### config.mk
export PLATFORM = sky130hd
export DESIGN_NAME = aspect_fit_image_placement_core
export DESIGN_NICKNAME = d
export VERILOG_FILES = /design/src/rtl/afp_pkg.sv /design/src/rtl/afp_box.sv /design/src/rtl/afp_div.sv /design/src/rtl/afp_place.sv /design/src/rtl/aspect_fit_image_placement_core.sv
export SDC_FILE = /design/constraint.sdc
export NUM_CORES = 2
export LEC_CHECK = 0
export ABC_AREA = 1
export BUFFER_PORTS_ARGS = -buffer_cell sky130_fd_sc_hd__buf_2
export CAP_MARGIN = 20
export CORE_UTILIZATION = 50
export DETAILED_ROUTE_END_ITERATION = 8
export PLACE_DENSITY = 0.64
export SLEW_MARGIN = 20
export SYNTH_ARGS = -nofsm -noshare
export SYNTH_HDL_FRONTEND = slang
export SYNTH_HIERARCHICAL = 1
export SYNTH_SLANG_ARGS = --single-unit
### constraint.sdc
create_clock -name aclk -period 8.7 [get_ports aclk]
set_clock_uncertainty 0.05 [all_clocks]
set_input_delay 1.305 -clock aclk [delete_from_list [all_inputs] [get_ports aclk]]
set_output_delay 1.305 -clock aclk [all_outputs]
set_load 0.05 [all_outputs]
### src/rtl/afp_pkg.sv
// Shared widths, register indexes and pipeline payload types for the placement core.
package afp_pkg;

    // Field widths
    localparam int SrcW  = 12;   // source image size
    localparam int PadW  = 10;   // paddings and margins
    localparam int ScrW  = 11;   // screen size registers
    localparam int BoxW  = 11;   // box and drawn sizes, left/top offsets
    localparam int PosW  = 12;   // origin coordinates
    localparam int FracW = 10;   // Q10 scale fraction
    localparam int CfgW  = 11;   // widest configuration register
    localparam int IdxW  = 3;    // configuration register index

    // Scale quotient and divider geometry
    localparam int QW        = BoxW + FracW;
    localparam int RemW      = SrcW;
    localparam int DivSteps  = 3;
    localparam int DivStages = QW / DivSteps;

    // Screen size used when the register holds zero
    localparam logic [ScrW-1:0] DefScreenWidth  = ScrW'(240);
    localparam logic [ScrW-1:0] DefScreenHeight = ScrW'(320);

    // Register indexes
    localparam logic [IdxW-1:0] RegScreenWidth  = IdxW'(0);
    localparam logic [IdxW-1:0] RegScreenHeight = IdxW'(1);
    localparam logic [IdxW-1:0] RegMarginLeft   = IdxW'(2);
    localparam logic [IdxW-1:0] RegMarginRight  = IdxW'(3);
    localparam logic [IdxW-1:0] RegMarginTop    = IdxW'(4);
    localparam logic [IdxW-1:0] RegMarginBottom = IdxW'(5);

    typedef struct packed {
        logic [ScrW-1:0] scr_w;
        logic [ScrW-1:0] scr_h;
        logic [PadW-1:0] mgn_l;
        logic [PadW-1:0] mgn_r;
        logic [PadW-1:0] mgn_t;
        logic [PadW-1:0] mgn_b;
    } afp_cfg_t;

    // Input request, last field in the lowest bits
    typedef struct packed {
        logic [PadW-1:0] lower_padding;
        logic [PadW-1:0] upper_padding;
        logic [PadW-1:0] side_padding;
        logic [SrcW-1:0] source_height;
        logic [SrcW-1:0] source_width;
    } afp_in_t;

    // Result, last field in the lowest bits
    typedef struct packed {
        logic [PosW-1:0] origin_y;
        logic [PosW-1:0] origin_x;
        logic [BoxW-1:0] drawn_height;
        logic [BoxW-1:0] drawn_width;
        logic [BoxW-1:0] box_height;
        logic [BoxW-1:0] box_width;
    } afp_res_t;

    // Box geometry carried down the pipeline
    typedef struct packed {
        logic [BoxW-1:0] aw;
        logic [BoxW-1:0] ah;
        logic [BoxW-1:0] left;
        logic [BoxW-1:0] top;
        logic [SrcW-1:0] srcw;
        logic [SrcW-1:0] srch;
    } afp_box_t;

    // Divider output: box plus both axis quotients
    typedef struct packed {
        afp_box_t        box;
        logic [QW-1:0]   qx;
        logic [QW-1:0]   qy;
    } afp_quo_t;

    localparam int InW    = $bits(afp_in_t);
    localparam int ResW   = $bits(afp_res_t);
    localparam int SDataW = ((InW + 7) / 8) * 8;
    localparam int MDataW = ((ResW + 7) / 8) * 8;

endpackage

### src/rtl/afp_box.sv
// First pipeline stage: available box size and top-left offsets.
module afp_box (
    input  logic              aclk,
    input  logic              aresetn,
    input  afp_pkg::afp_cfg_t cfg,
    input  logic              in_valid,
    output logic              in_ready,
    input  afp_pkg::afp_in_t  in_data,
    output logic              out_valid,
    input  logic              out_ready,
    output afp_pkg::afp_box_t out_data
);
    import afp_pkg::*;

    logic            v_reg;
    afp_box_t        box_reg;
    afp_box_t        box_next;
    logic [ScrW-1:0] sw_eff;
    logic [ScrW-1:0] sh_eff;
    logic [PosW-1:0] sum_x;
    logic [PosW-1:0] sum_y;

    // Fall back to the default screen size and clamp the box to one pixel
    always_comb begin
        sw_eff = (cfg.scr_w == '0) ? DefScreenWidth  : cfg.scr_w;
        sh_eff = (cfg.scr_h == '0) ? DefScreenHeight : cfg.scr_h;
        sum_x  = PosW'(cfg.mgn_l) + PosW'(cfg.mgn_r)
               + PosW'({in_data.side_padding, 1'b0});
        sum_y  = PosW'(cfg.mgn_t) + PosW'(cfg.mgn_b)
               + PosW'(in_data.upper_padding) + PosW'(in_data.lower_padding);
        box_next.aw   = (PosW'(sw_eff) > sum_x) ? BoxW'(PosW'(sw_eff) - sum_x) : BoxW'(1);
        box_next.ah   = (PosW'(sh_eff) > sum_y) ? BoxW'(PosW'(sh_eff) - sum_y) : BoxW'(1);
        box_next.left = BoxW'(cfg.mgn_l) + BoxW'(in_data.side_padding);
        box_next.top  = BoxW'(cfg.mgn_t) + BoxW'(in_data.upper_padding);
        box_next.srcw = (in_data.source_width  == '0) ? SrcW'(1) : in_data.source_width;
        box_next.srch = (in_data.source_height == '0) ? SrcW'(1) : in_data.source_height;
    end

    assign in_ready  = !v_reg || out_ready;
    assign out_valid = v_reg;
    assign out_data  = box_reg;

    // Advance when the stage is empty or its request moves on
    always_ff @(posedge aclk) begin
        if (!aresetn) begin
            v_reg <= 1'b0;
        end else if (in_ready) begin
            v_reg <= in_valid;
        end
    end

    always_ff @(posedge aclk) begin
        if (in_ready && in_valid) begin
            box_reg <= box_next;
        end
    end

endmodule

### src/rtl/afp_div.sv
// Pipelined restoring divider: box size * 1024 / source size on both axes.
module afp_div (
    input  logic              aclk,
    input  logic              aresetn,
    input  logic              in_valid,
    output logic              in_ready,
    input  afp_pkg::afp_box_t in_data,
    output logic              out_valid,
    input  logic              out_ready,
    output afp_pkg::afp_quo_t out_data
);
    import afp_pkg::*;

    typedef struct packed {
        afp_box_t        box;
        logic [RemW-1:0] rem_x;
        logic [RemW-1:0] rem_y;
        logic [QW-1:0]   qn_x;
        logic [QW-1:0]   qn_y;
    } afp_div_t;

    logic [DivStages-1:0] v_reg;
    logic [DivStages-1:0] adv;
    logic [DivStages-1:0] v_in;
    afp_div_t             div_reg  [DivStages];
    afp_div_t             stg_in   [DivStages];
    afp_div_t             stg_next [DivStages];
    afp_div_t             init;

    // Several quotient bits per stage; the dividend shifts out as quotient shifts in
    function automatic afp_div_t div_step(input afp_div_t cur);
        afp_div_t        nxt;
        logic [RemW:0]   r1x;
        logic [RemW:0]   r1y;
        logic            gex;
        logic            gey;
        nxt = cur;
        for (int i = 0; i < DivSteps; i++) begin
            r1x = {nxt.rem_x, nxt.qn_x[QW-1]};
            r1y = {nxt.rem_y, nxt.qn_y[QW-1]};
            gex = r1x >= {1'b0, nxt.box.srcw};
            gey = r1y >= {1'b0, nxt.box.srch};
            nxt.rem_x = gex ? RemW'(r1x - {1'b0, nxt.box.srcw}) : r1x[RemW-1:0];
            nxt.rem_y = gey ? RemW'(r1y - {1'b0, nxt.box.srch}) : r1y[RemW-1:0];
            nxt.qn_x  = {nxt.qn_x[QW-2:0], gex};
            nxt.qn_y  = {nxt.qn_y[QW-2:0], gey};
        end
        return nxt;
    endfunction

    // Load the dividend as box size shifted up by the fraction width
    always_comb begin
        init.box   = in_data;
        init.rem_x = '0;
        init.rem_y = '0;
        init.qn_x  = {in_data.aw, FracW'(0)};
        init.qn_y  = {in_data.ah, FracW'(0)};
    end

    // Stage ready chain, from the output back
    always_comb begin
        adv[DivStages-1] = !v_reg[DivStages-1] || out_ready;
        for (int k = DivStages - 2; k >= 0; k--) begin
            adv[k] = !v_reg[k] || adv[k+1];
        end
    end

    always_comb begin
        for (int k = 0; k < DivStages; k++) begin
            stg_in[k]   = (k == 0) ? init : div_reg[(k == 0) ? 0 : k - 1];
            v_in[k]     = (k == 0) ? in_valid : v_reg[(k == 0) ? 0 : k - 1];
            stg_next[k] = div_step(stg_in[k]);
        end
    end

    assign in_ready    = adv[0];
    assign out_valid   = v_reg[DivStages-1];
    assign out_data.box = div_reg[DivStages-1].box;
    assign out_data.qx  = div_reg[DivStages-1].qn_x;
    assign out_data.qy  = div_reg[DivStages-1].qn_y;

    always_ff @(posedge aclk) begin
        if (!aresetn) begin
            v_reg <= '0;
        end else begin
            for (int k = 0; k < DivStages; k++) begin
                if (adv[k]) begin
                    v_reg[k] <= v_in[k];
                end
            end
        end
    end

    always_ff @(posedge aclk) begin
        for (int k = 0; k < DivStages; k++) begin
            if (adv[k] && v_in[k]) begin
                div_reg[k] <= stg_next[k];
            end
        end
    end

`ifndef SYNTHESIS
    // Final remainder is below the divisor on both axes
    a_rem_bound: assert property (@(posedge aclk) disable iff (!aresetn)
        v_reg[DivStages-1] |-> (div_reg[DivStages-1].rem_x < div_reg[DivStages-1].box.srcw)
                            && (div_reg[DivStages-1].rem_y < div_reg[DivStages-1].box.srch))
        else $error("divider remainder not below divisor");
`endif

endmodule

### src/rtl/afp_place.sv
// Placement pipeline: scale select, multiply, round and centre.
module afp_place (
    input  logic              aclk,
    input  logic              aresetn,
    input  logic              in_valid,
    output logic              in_ready,
    input  afp_pkg::afp_quo_t in_data,
    output logic              out_valid,
    input  logic              out_ready,
    output afp_pkg::afp_res_t out_data
);
    import afp_pkg::*;

    localparam int PW = SrcW + QW;
    localparam logic [PW:0] RoundHalf = (PW + 1)'(1) << (FracW - 1);

    typedef struct packed {
        afp_box_t      box;
        logic [QW-1:0] scale;
    } afp_scl_t;

    typedef struct packed {
        afp_box_t      box;
        logic [PW-1:0] px;
        logic [PW-1:0] py;
    } afp_prod_t;

    typedef struct packed {
        afp_box_t        box;
        logic [BoxW-1:0] dw;
        logic [BoxW-1:0] dh;
    } afp_dim_t;

    logic [3:0]        v_reg;
    logic [3:0]        rdy;
    afp_scl_t          scl_reg,  scl_next;
    afp_prod_t         prod_reg, prod_next;
    afp_dim_t          dim_reg,  dim_next;
    afp_res_t          res_reg,  res_next;
    logic [QW-1:0]     qmin;
    logic [PW:0]       sum_x;
    logic [PW:0]       sum_y;
    logic [PW-FracW:0] rx;
    logic [PW-FracW:0] ry;
    logic [BoxW-1:0]   half_x;
    logic [BoxW-1:0]   half_y;

    // Ready chain, from the output register back
    always_comb begin
        rdy[3] = !v_reg[3] || out_ready;
        for (int k = 2; k >= 0; k--) begin
            rdy[k] = !v_reg[k] || rdy[k+1];
        end
    end

    // Scale: smaller axis quotient, at least one
    always_comb begin
        qmin           = (in_data.qx < in_data.qy) ? in_data.qx : in_data.qy;
        scl_next.box   = in_data.box;
        scl_next.scale = (qmin == '0) ? QW'(1) : qmin;
    end

    // Multiply source size by the scale
    always_comb begin
        prod_next.box = scl_reg.box;
        prod_next.px  = PW'(scl_reg.box.srcw) * PW'(scl_reg.scale);
        prod_next.py  = PW'(scl_reg.box.srch) * PW'(scl_reg.scale);
    end

    // Round to nearest pixel, at least one
    always_comb begin
        sum_x        = (PW + 1)'(prod_reg.px) + RoundHalf;
        sum_y        = (PW + 1)'(prod_reg.py) + RoundHalf;
        rx           = sum_x[PW:FracW];
        ry           = sum_y[PW:FracW];
        dim_next.box = prod_reg.box;
        dim_next.dw  = (rx == '0) ? BoxW'(1) : rx[BoxW-1:0];
        dim_next.dh  = (ry == '0) ? BoxW'(1) : ry[BoxW-1:0];
    end

    // Centre the drawn image inside the box
    always_comb begin
        half_x = (dim_reg.box.aw > dim_reg.dw) ? ((dim_reg.box.aw - dim_reg.dw) >> 1) : '0;
        half_y = (dim_reg.box.ah > dim_reg.dh) ? ((dim_reg.box.ah - dim_reg.dh) >> 1) : '0;
        res_next.box_width    = dim_reg.box.aw;
        res_next.box_height   = dim_reg.box.ah;
        res_next.drawn_width  = dim_reg.dw;
        res_next.drawn_height = dim_reg.dh;
        res_next.origin_x     = PosW'(dim_reg.box.left) + PosW'(half_x);
        res_next.origin_y     = PosW'(dim_reg.box.top) + PosW'(half_y);
    end

    assign in_ready  = rdy[0];
    assign out_valid = v_reg[3];
    assign out_data  = res_reg;

    always_ff @(posedge aclk) begin
        if (!aresetn) begin
            v_reg <= '0;
        end else begin
            if (rdy[0]) v_reg[0] <= in_valid;
            if (rdy[1]) v_reg[1] <= v_reg[0];
            if (rdy[2]) v_reg[2] <= v_reg[1];
            if (rdy[3]) v_reg[3] <= v_reg[2];
        end
    end

    always_ff @(posedge aclk) begin
        if (rdy[0] && in_valid) scl_reg  <= scl_next;
        if (rdy[1] && v_reg[0]) prod_reg <= prod_next;
        if (rdy[2] && v_reg[1]) dim_reg  <= dim_next;
        if (rdy[3] && v_reg[2]) res_reg  <= res_next;
    end

`ifndef SYNTHESIS
    // Selected scale is never zero
    a_scale_nonzero: assert property (@(posedge aclk) disable iff (!aresetn)
        v_reg[0] |-> scl_reg.scale != '0)
        else $error("scale is zero");

    // Drawn size stays within the box unless the scale was forced to one
    a_drawn_fits: assert property (@(posedge aclk) disable iff (!aresetn)
        v_reg[2] |-> (dim_reg.dw <= dim_reg.box.aw || dim_reg.dw <= BoxW'(4))
                  && (dim_reg.dh <= dim_reg.box.ah || dim_reg.dh <= BoxW'(4)))
        else $error("drawn size exceeds box");

    // Every result has nonzero box and drawn sizes
    a_res_nonzero: assert property (@(posedge aclk) disable iff (!aresetn)
        v_reg[3] |-> res_reg.drawn_width != '0 && res_reg.drawn_height != '0
                  && res_reg.box_width != '0 && res_reg.box_height != '0)
        else $error("zero size in result");
`endif

endmodule

### src/rtl/aspect_fit_image_placement_core.sv
// Aspect-fit placement core: each request (source size and paddings) yields one result
// with the available box, the Q10-scaled drawn size and the centred origin. The core takes
// one request per clock while the output is not stalled; each result passes through
// one box stage, seven divider stages (21 quotient bits at three per stage,
// both axes side by side) and four placement stages (scale select, multiply, round, centre).
// Every stage holds its request under back-pressure, so an output stall fills the pipeline
// before s_tready drops. Configuration writes take effect on requests accepted afterwards.
module aspect_fit_image_placement_core (
    input  logic                        aclk,
    input  logic                        aresetn,
    // configuration write port
    input  logic                        cfg_we,
    input  logic [afp_pkg::IdxW-1:0]    cfg_addr,
    input  logic [afp_pkg::CfgW-1:0]    cfg_wdata,
    // request channel
    input  logic                        s_tvalid,
    output logic                        s_tready,
    // tdata: source_width, source_height, side_padding, upper_padding, lower_padding
    input  logic [afp_pkg::SDataW-1:0]  s_tdata,
    // result channel
    output logic                        m_tvalid,
    input  logic                        m_tready,
    // tdata: box_width, box_height, drawn_width, drawn_height, origin_x, origin_y
    output logic [afp_pkg::MDataW-1:0]  m_tdata
);
    import afp_pkg::*;

    afp_cfg_t cfg_reg;
    afp_in_t  in_data;
    afp_box_t box_data;
    afp_quo_t quo_data;
    afp_res_t res_data;
    logic     box_valid, box_ready;
    logic     quo_valid, quo_ready;

    // Decode configuration writes; unknown indexes are dropped
    always_ff @(posedge aclk) begin
        if (!aresetn) begin
            cfg_reg.scr_w <= DefScreenWidth;
            cfg_reg.scr_h <= DefScreenHeight;
            cfg_reg.mgn_l <= '0;
            cfg_reg.mgn_r <= '0;
            cfg_reg.mgn_t <= '0;
            cfg_reg.mgn_b <= '0;
        end else if (cfg_we) begin
            unique case (cfg_addr)
                RegScreenWidth:  cfg_reg.scr_w <= cfg_wdata[ScrW-1:0];
                RegScreenHeight: cfg_reg.scr_h <= cfg_wdata[ScrW-1:0];
                RegMarginLeft:   cfg_reg.mgn_l <= cfg_wdata[PadW-1:0];
                RegMarginRight:  cfg_reg.mgn_r <= cfg_wdata[PadW-1:0];
                RegMarginTop:    cfg_reg.mgn_t <= cfg_wdata[PadW-1:0];
                RegMarginBottom: cfg_reg.mgn_b <= cfg_wdata[PadW-1:0];
                default: ;
            endcase
        end
    end

    assign in_data = afp_in_t'(s_tdata[InW-1:0]);

    afp_box u_box (
        .aclk      (aclk),
        .aresetn   (aresetn),
        .cfg       (cfg_reg),
        .in_valid  (s_tvalid),
        .in_ready  (s_tready),
        .in_data   (in_data),
        .out_valid (box_valid),
        .out_ready (box_ready),
        .out_data  (box_data)
    );

    afp_div u_div (
        .aclk      (aclk),
        .aresetn   (aresetn),
        .in_valid  (box_valid),
        .in_ready  (box_ready),
        .in_data   (box_data),
        .out_valid (quo_valid),
        .out_ready (quo_ready),
        .out_data  (quo_data)
    );

    afp_place u_place (
        .aclk      (aclk),
        .aresetn   (aresetn),
        .in_valid  (quo_valid),
        .in_ready  (quo_ready),
        .in_data   (quo_data),
        .out_valid (m_tvalid),
        .out_ready (m_tready),
        .out_data  (res_data)
    );

    assign m_tdata = {(MDataW - ResW)'(0), res_data};

endmodule
# Word-level counts from Yosys, hierarchy flattened

Memories as Yosys holds them, arrays and structs flattened.
Cells that the tools add are included.

Bits in registers: 475
Memory bits (writable): 938
Bits of input ports: 75
Output and inout bits: 74
Memories kept: 1

$add $sub $neg: 57
Multiply operators: 2
Order comparisons: 47
Equal/unequal tests: 5
Multiplexer cells: 61
Reductions and logical operators: 50

Memory list:

| memory        | words | bits a word | rd ports | clocked after Yosys merged registers in | wr ports | RTL line      | text |
|---|---|---|---|---|---|---|---|
| u_div.div_reg | 7     | 134         | 7        | 0                                       | 7        | afp_div.sv:25 | `afp_div_t div_reg [DivStages];` |

Operators with widths:

| kind                   | count |
|---|---|
| $ge 13x12->1           | 40 |
| $mux 12                | 42 |
| $sub 12x12->12         | 40 |
| $add 33x10->34 const B | 2 |
| $mul 12x21->33         | 2 |
| $logic_not 24->1       | 2 |
| $add 10x10->11         | 4 |
| $sub 11x11->11         | 4 |
| $add 11x11->12         | 3 |
| $add 12x10->12         | 2 |
| $ge 1x12->1            | 2 |
| $gt 11x12->1           | 2 |
| $logic_not 12->1       | 2 |
| $sub 1x12->12          | 2 |
| $gt 11x11->1           | 2 |
| $logic_not 11->1       | 2 |
| $mux 11                | 2 |
| $logic_not 21->1       | 1 |
| $lt 21x21->1           | 1 |
| $mux 21                | 1 |
| $mux 10                | 2 |
| $mux 1                 | 14 |
| $logic_and 1x1->1      | 12 |
| $logic_not 1->1        | 12 |
| other kinds (6)        | 24 |

# Longest topological paths before layout

Depth after elaboration: 15
Mapped depth: 39

# Modules after synthesis

The synthesis kept the hierarchy.

By module, submodules not included:

| module                          | times used | cells each | area each (um2) |
|---|---|---|---|
| afp_div                         | 1          | 6066       | 53104.7 |
| afp_place                       | 1          | 3312       | 30085.1 |
| afp_box                         | 1          | 750        | 6334.8 |
| aspect_fit_image_placement_core | 1          | 362        | 2507.4 |

# Worst setup path before layout

No wires, ideal clock.

Path kind: input port to flip-flop
Start point: input m_tready
End point: memory u_div/div_reg[3][0] in the netlist's numbering, enable pin
Setup time: 0.595 ns
Data arrival time: 6.946 ns
Required time: 8.055 ns
Setup slack: 1.109 ns
Stages on the path: 16
Cell sequence: nor2_1 -> inv_1 -> nor2_1 -> inv_1 -> nor2_1 -> inv_1 -> nor2_1 -> inv_1 -> nor2_1 -> inv_1 -> nor2_1 -> inv_1 -> nor2_1 -> inv_1 -> nor2_1 -> nor2_1

RTL lines:

| what               | RTL line                              | text |
|---|---|---|
| start: declaration | aspect_fit_image_placement_core.sv:22 | `input logic m_tready,` |
| end: declaration   | afp_div.sv:25                         |  |

==> flow_summary_export.csv <==
group,metric,value,unit
status,status,"finished, final reports clean",
place,port_buffers,142,
synthesis,synth_top_area_share,38.2,%
die,die_w,431,um
clocking,clock-sinks,1245,
synthesis,synthAdderAreaFrac,19.6,%
synthesis,synth_edf_count,1171,
power_and_ir_drop,power_density,163,nW/um2
critical_path,path_buf_inv,2,
flow_run,drv_cap,0,
timing,setup_violations,0,
timing,finalHoldViolCount,0,
detailed_routing,routed_wl,223000,um
detailed_routing,dr.pass1.iters,6,
cells_and_area,layout_common_cells,"nand2_1 (2708), inv_1 (1808), edfxtp_1 (1171)",
synthesis,synth_area,92000,um2
synthesis,synth_area_per_cell,8.77,um2
timing,max_slew_margin,30.2,%
die,chipHeight,431,um
cells_and_area,final_common_cell,"nand2_1",
timing,finalMaxSlewViolations,0,
synthesis,synth-xor-area-share,4.43,%
critical_path,cpMostUsedCell,"nand2_1",
critical_path,crit_required,9290,ps
die,placementRows,157,
critical_path,worstPathMaxFanout,22,
place,hpwl,176000,um
synthesis,synth_compound_area_share,6.92,%
synthesis,synthTopCellsByArea,"edfxtp_1 (38%), nand2_1 (11%), ha_1 (10%), fa_1 (9.7%), inv_1 (7.4%)",
power_and_ir_drop,irDropWorstVdd,0.000208,V
detailed_routing,viasPerCell,5.23,
grt,antenna_found_initial,2,
clocking,cts_tree,"yes",
clocking,clock-root-buffer,"clkbuf_16",
cells_and_area,drive_gt1_share,6.05,%
synthesis,yosysSeqAreaShare,39.8,%
detailed_routing,drtIter0Drc,4373,
timing,finalCritPeriodShare,81.5,%
synthesis,ys_async_sr_fraction,0,%
clocking,cts.hold.buffers_added,0,
cells_and_area,final_area,99500,um2
synthesis,synth_top_family_by_area,"simple AND/OR/NAND/NOR gates",
synthesis,synth_top_area_cell,"edfxtp_1",
clocking,cts_resized,0,
cells_and_area,largest_reg_flops,788,
synthesis,synthMuxAreaShare,0,%
die,core,183000,um2
clocking,clk_pin_slew,60,ps
cells_and_area,final_util,54.4,%
grt,first_global_vias,67794,
detailed_routing,post-route-drc-count,0,
synthesis,synth_cells,10490,
clocking,post_cts_buffers,0,
critical_path,cp_slowest_stage_delay,580,ps
timing,rsz0062_at_grt,"no",
grt,track_usage,23.9,%
cells_and_area,syn_to_final_growth,8.16,%
clocking,htreeDepth,4,
place,finalWeightedCongestion,0.939,
timing,max_freq,0.141,GHz
critical_path,critPathLaunchType,"flip-flop",
timing,tns,0,ps
critical_path,end_kind,"flip-flop",
timing,min_period,7090,ps
grt,grt_max_degree,117,
place,post_dp_cell_area,95000,um2
critical_path,critPathTopFamily,"compound AO/OA/AOI/OAI gates",
synthesis,yosysUniqueCellTypes,65,
cells_and_area,final_nets,11831,
die,dieArea,186000,um2
detailed_routing,vias,68706,
die,io_pins,149,
detailed_routing,drtAntennaViolNets,0,
clocking,cts_buffer_depth,3,
grt,gr-total-overflow,0,
cells_and_area,nFillCells,16529,
timing,worst_slew_pin_slew,1050,ps
synthesis,synth-main-ff-cell,"edfxtp_1",
critical_path,worstPathArrival,7680,ps
grt,grt_pass1_wl,356000,um
synthesis,ys_seq_elements,1245,
die,initial_core_util,50.3,%
power_and_ir_drop,leakage,46.9,nW
critical_path,critPathKind,"reg2reg",
clocking,worst_skew_pair.late_latency,800,ps
detailed_routing,wl_per_cell,16.9,um
synthesis,synthSimpleGateAreaFrac,20.3,%
synthesis,ys_warn_count,6,
critical_path,crit_slowest_cell,"o21ai_0",
clocking,cts-buffers-inserted,135,
hold_path,hold_path.class,"reg2reg",
## path summary, 6_finish.rpt
path / startpoint / end / slack [ps] / cells after the start
worst max-delay path: u_div/div_reg[1][74]$_DFFE_PP_ / u_div/div_reg[2][52]$_DFFE_PP_ / 1610 / 27
worst min-delay path: u_div/div_reg[3][115]$_DFFE_PP_ / u_div/div_reg[4][115]$_DFFE_PP_ / 340 / 0
worst max register to register: u_div/div_reg[1][74]$_DFFE_PP_ / u_div/div_reg[2][52]$_DFFE_PP_ / 1610 / 27
worst min register to register: u_div/div_reg[3][115]$_DFFE_PP_ / u_div/div_reg[4][115]$_DFFE_PP_ / 340 / 0
## cells in the mapped netlist, types with 50 or more instances
library cell,n
nand4_1,143
nor2_1,670
ha_1,734
clkbuf_1,131
or2_2,50
dfxtp_1,74
o21ai_0,251
inv_1,1814
xor2_1,282
a21oi_1,528
nand3_1,546
edfxtp_1,1171
nor3_1,87
fa_1,444
nand2_1,2708
xnor2_1,184
o21a_1,62
## metal layers
metal | part of all wire, % | vias up | GRT usage, %
li1 | - | 34170 | -
met1 | 44 | 32521 | 31.4
met2 | 48 | 1652 | 41.3
met3 | 4.4 | 361 | 2.57
met4 | 3.2 | 2 | 7.82
met5 | 0.0058 | - | 0
## area by class of cell
class / instances / area [um2] / area share [%]
sequential: 1245 / 36600 / 36.8
multi-input combinational: 7166 / 47300 / 47.5
clock buffer: 161 / 3480 / 3.49
antenna: 1 / 2.50 / 0.00251
tap: 2464 / 3080 / 3.10
inverter: 1849 / 6960 / 6.99
timing repair buffer: 181 / 1030 / 1.03
clock inverter: 81 / 1060 / 1.06
## kinds of logic (layout without fill, tap and decap cells)
family          after synthesis  in the layout
simple gates               4408           4408
fa+ha+maj                  1178           1178
compound gates             1110           1110
other cells                   1              5
buf+inv                    2082           2272
xor+xnor                    466            466
flops                      1245           1245
## through the flow
step | hold WS (ps) | std cells | setup WS, ps | total power, mW
after global routing | 341 | 13148 | 785 | 17.1
after detailed placement | 355 | 12904 | 1600 | 10.6
after floorplan | 350 | 10493 | 1110 | 9.80
final | 342 | 13148 | 1610 | 16.2
after global placement | 351 | 12904 | 1700 | 10.5
after CTS | 339 | 13146 | 1540 | 16.4
## power by group
part           total (mW)  internal (mW)  switching [mW]
Clock                5.73           3.22            2.51
Combinational        3.63           1.30            2.33
Sequential           6.86           6.77          0.0900
Power figures use the tool's default switching activity.
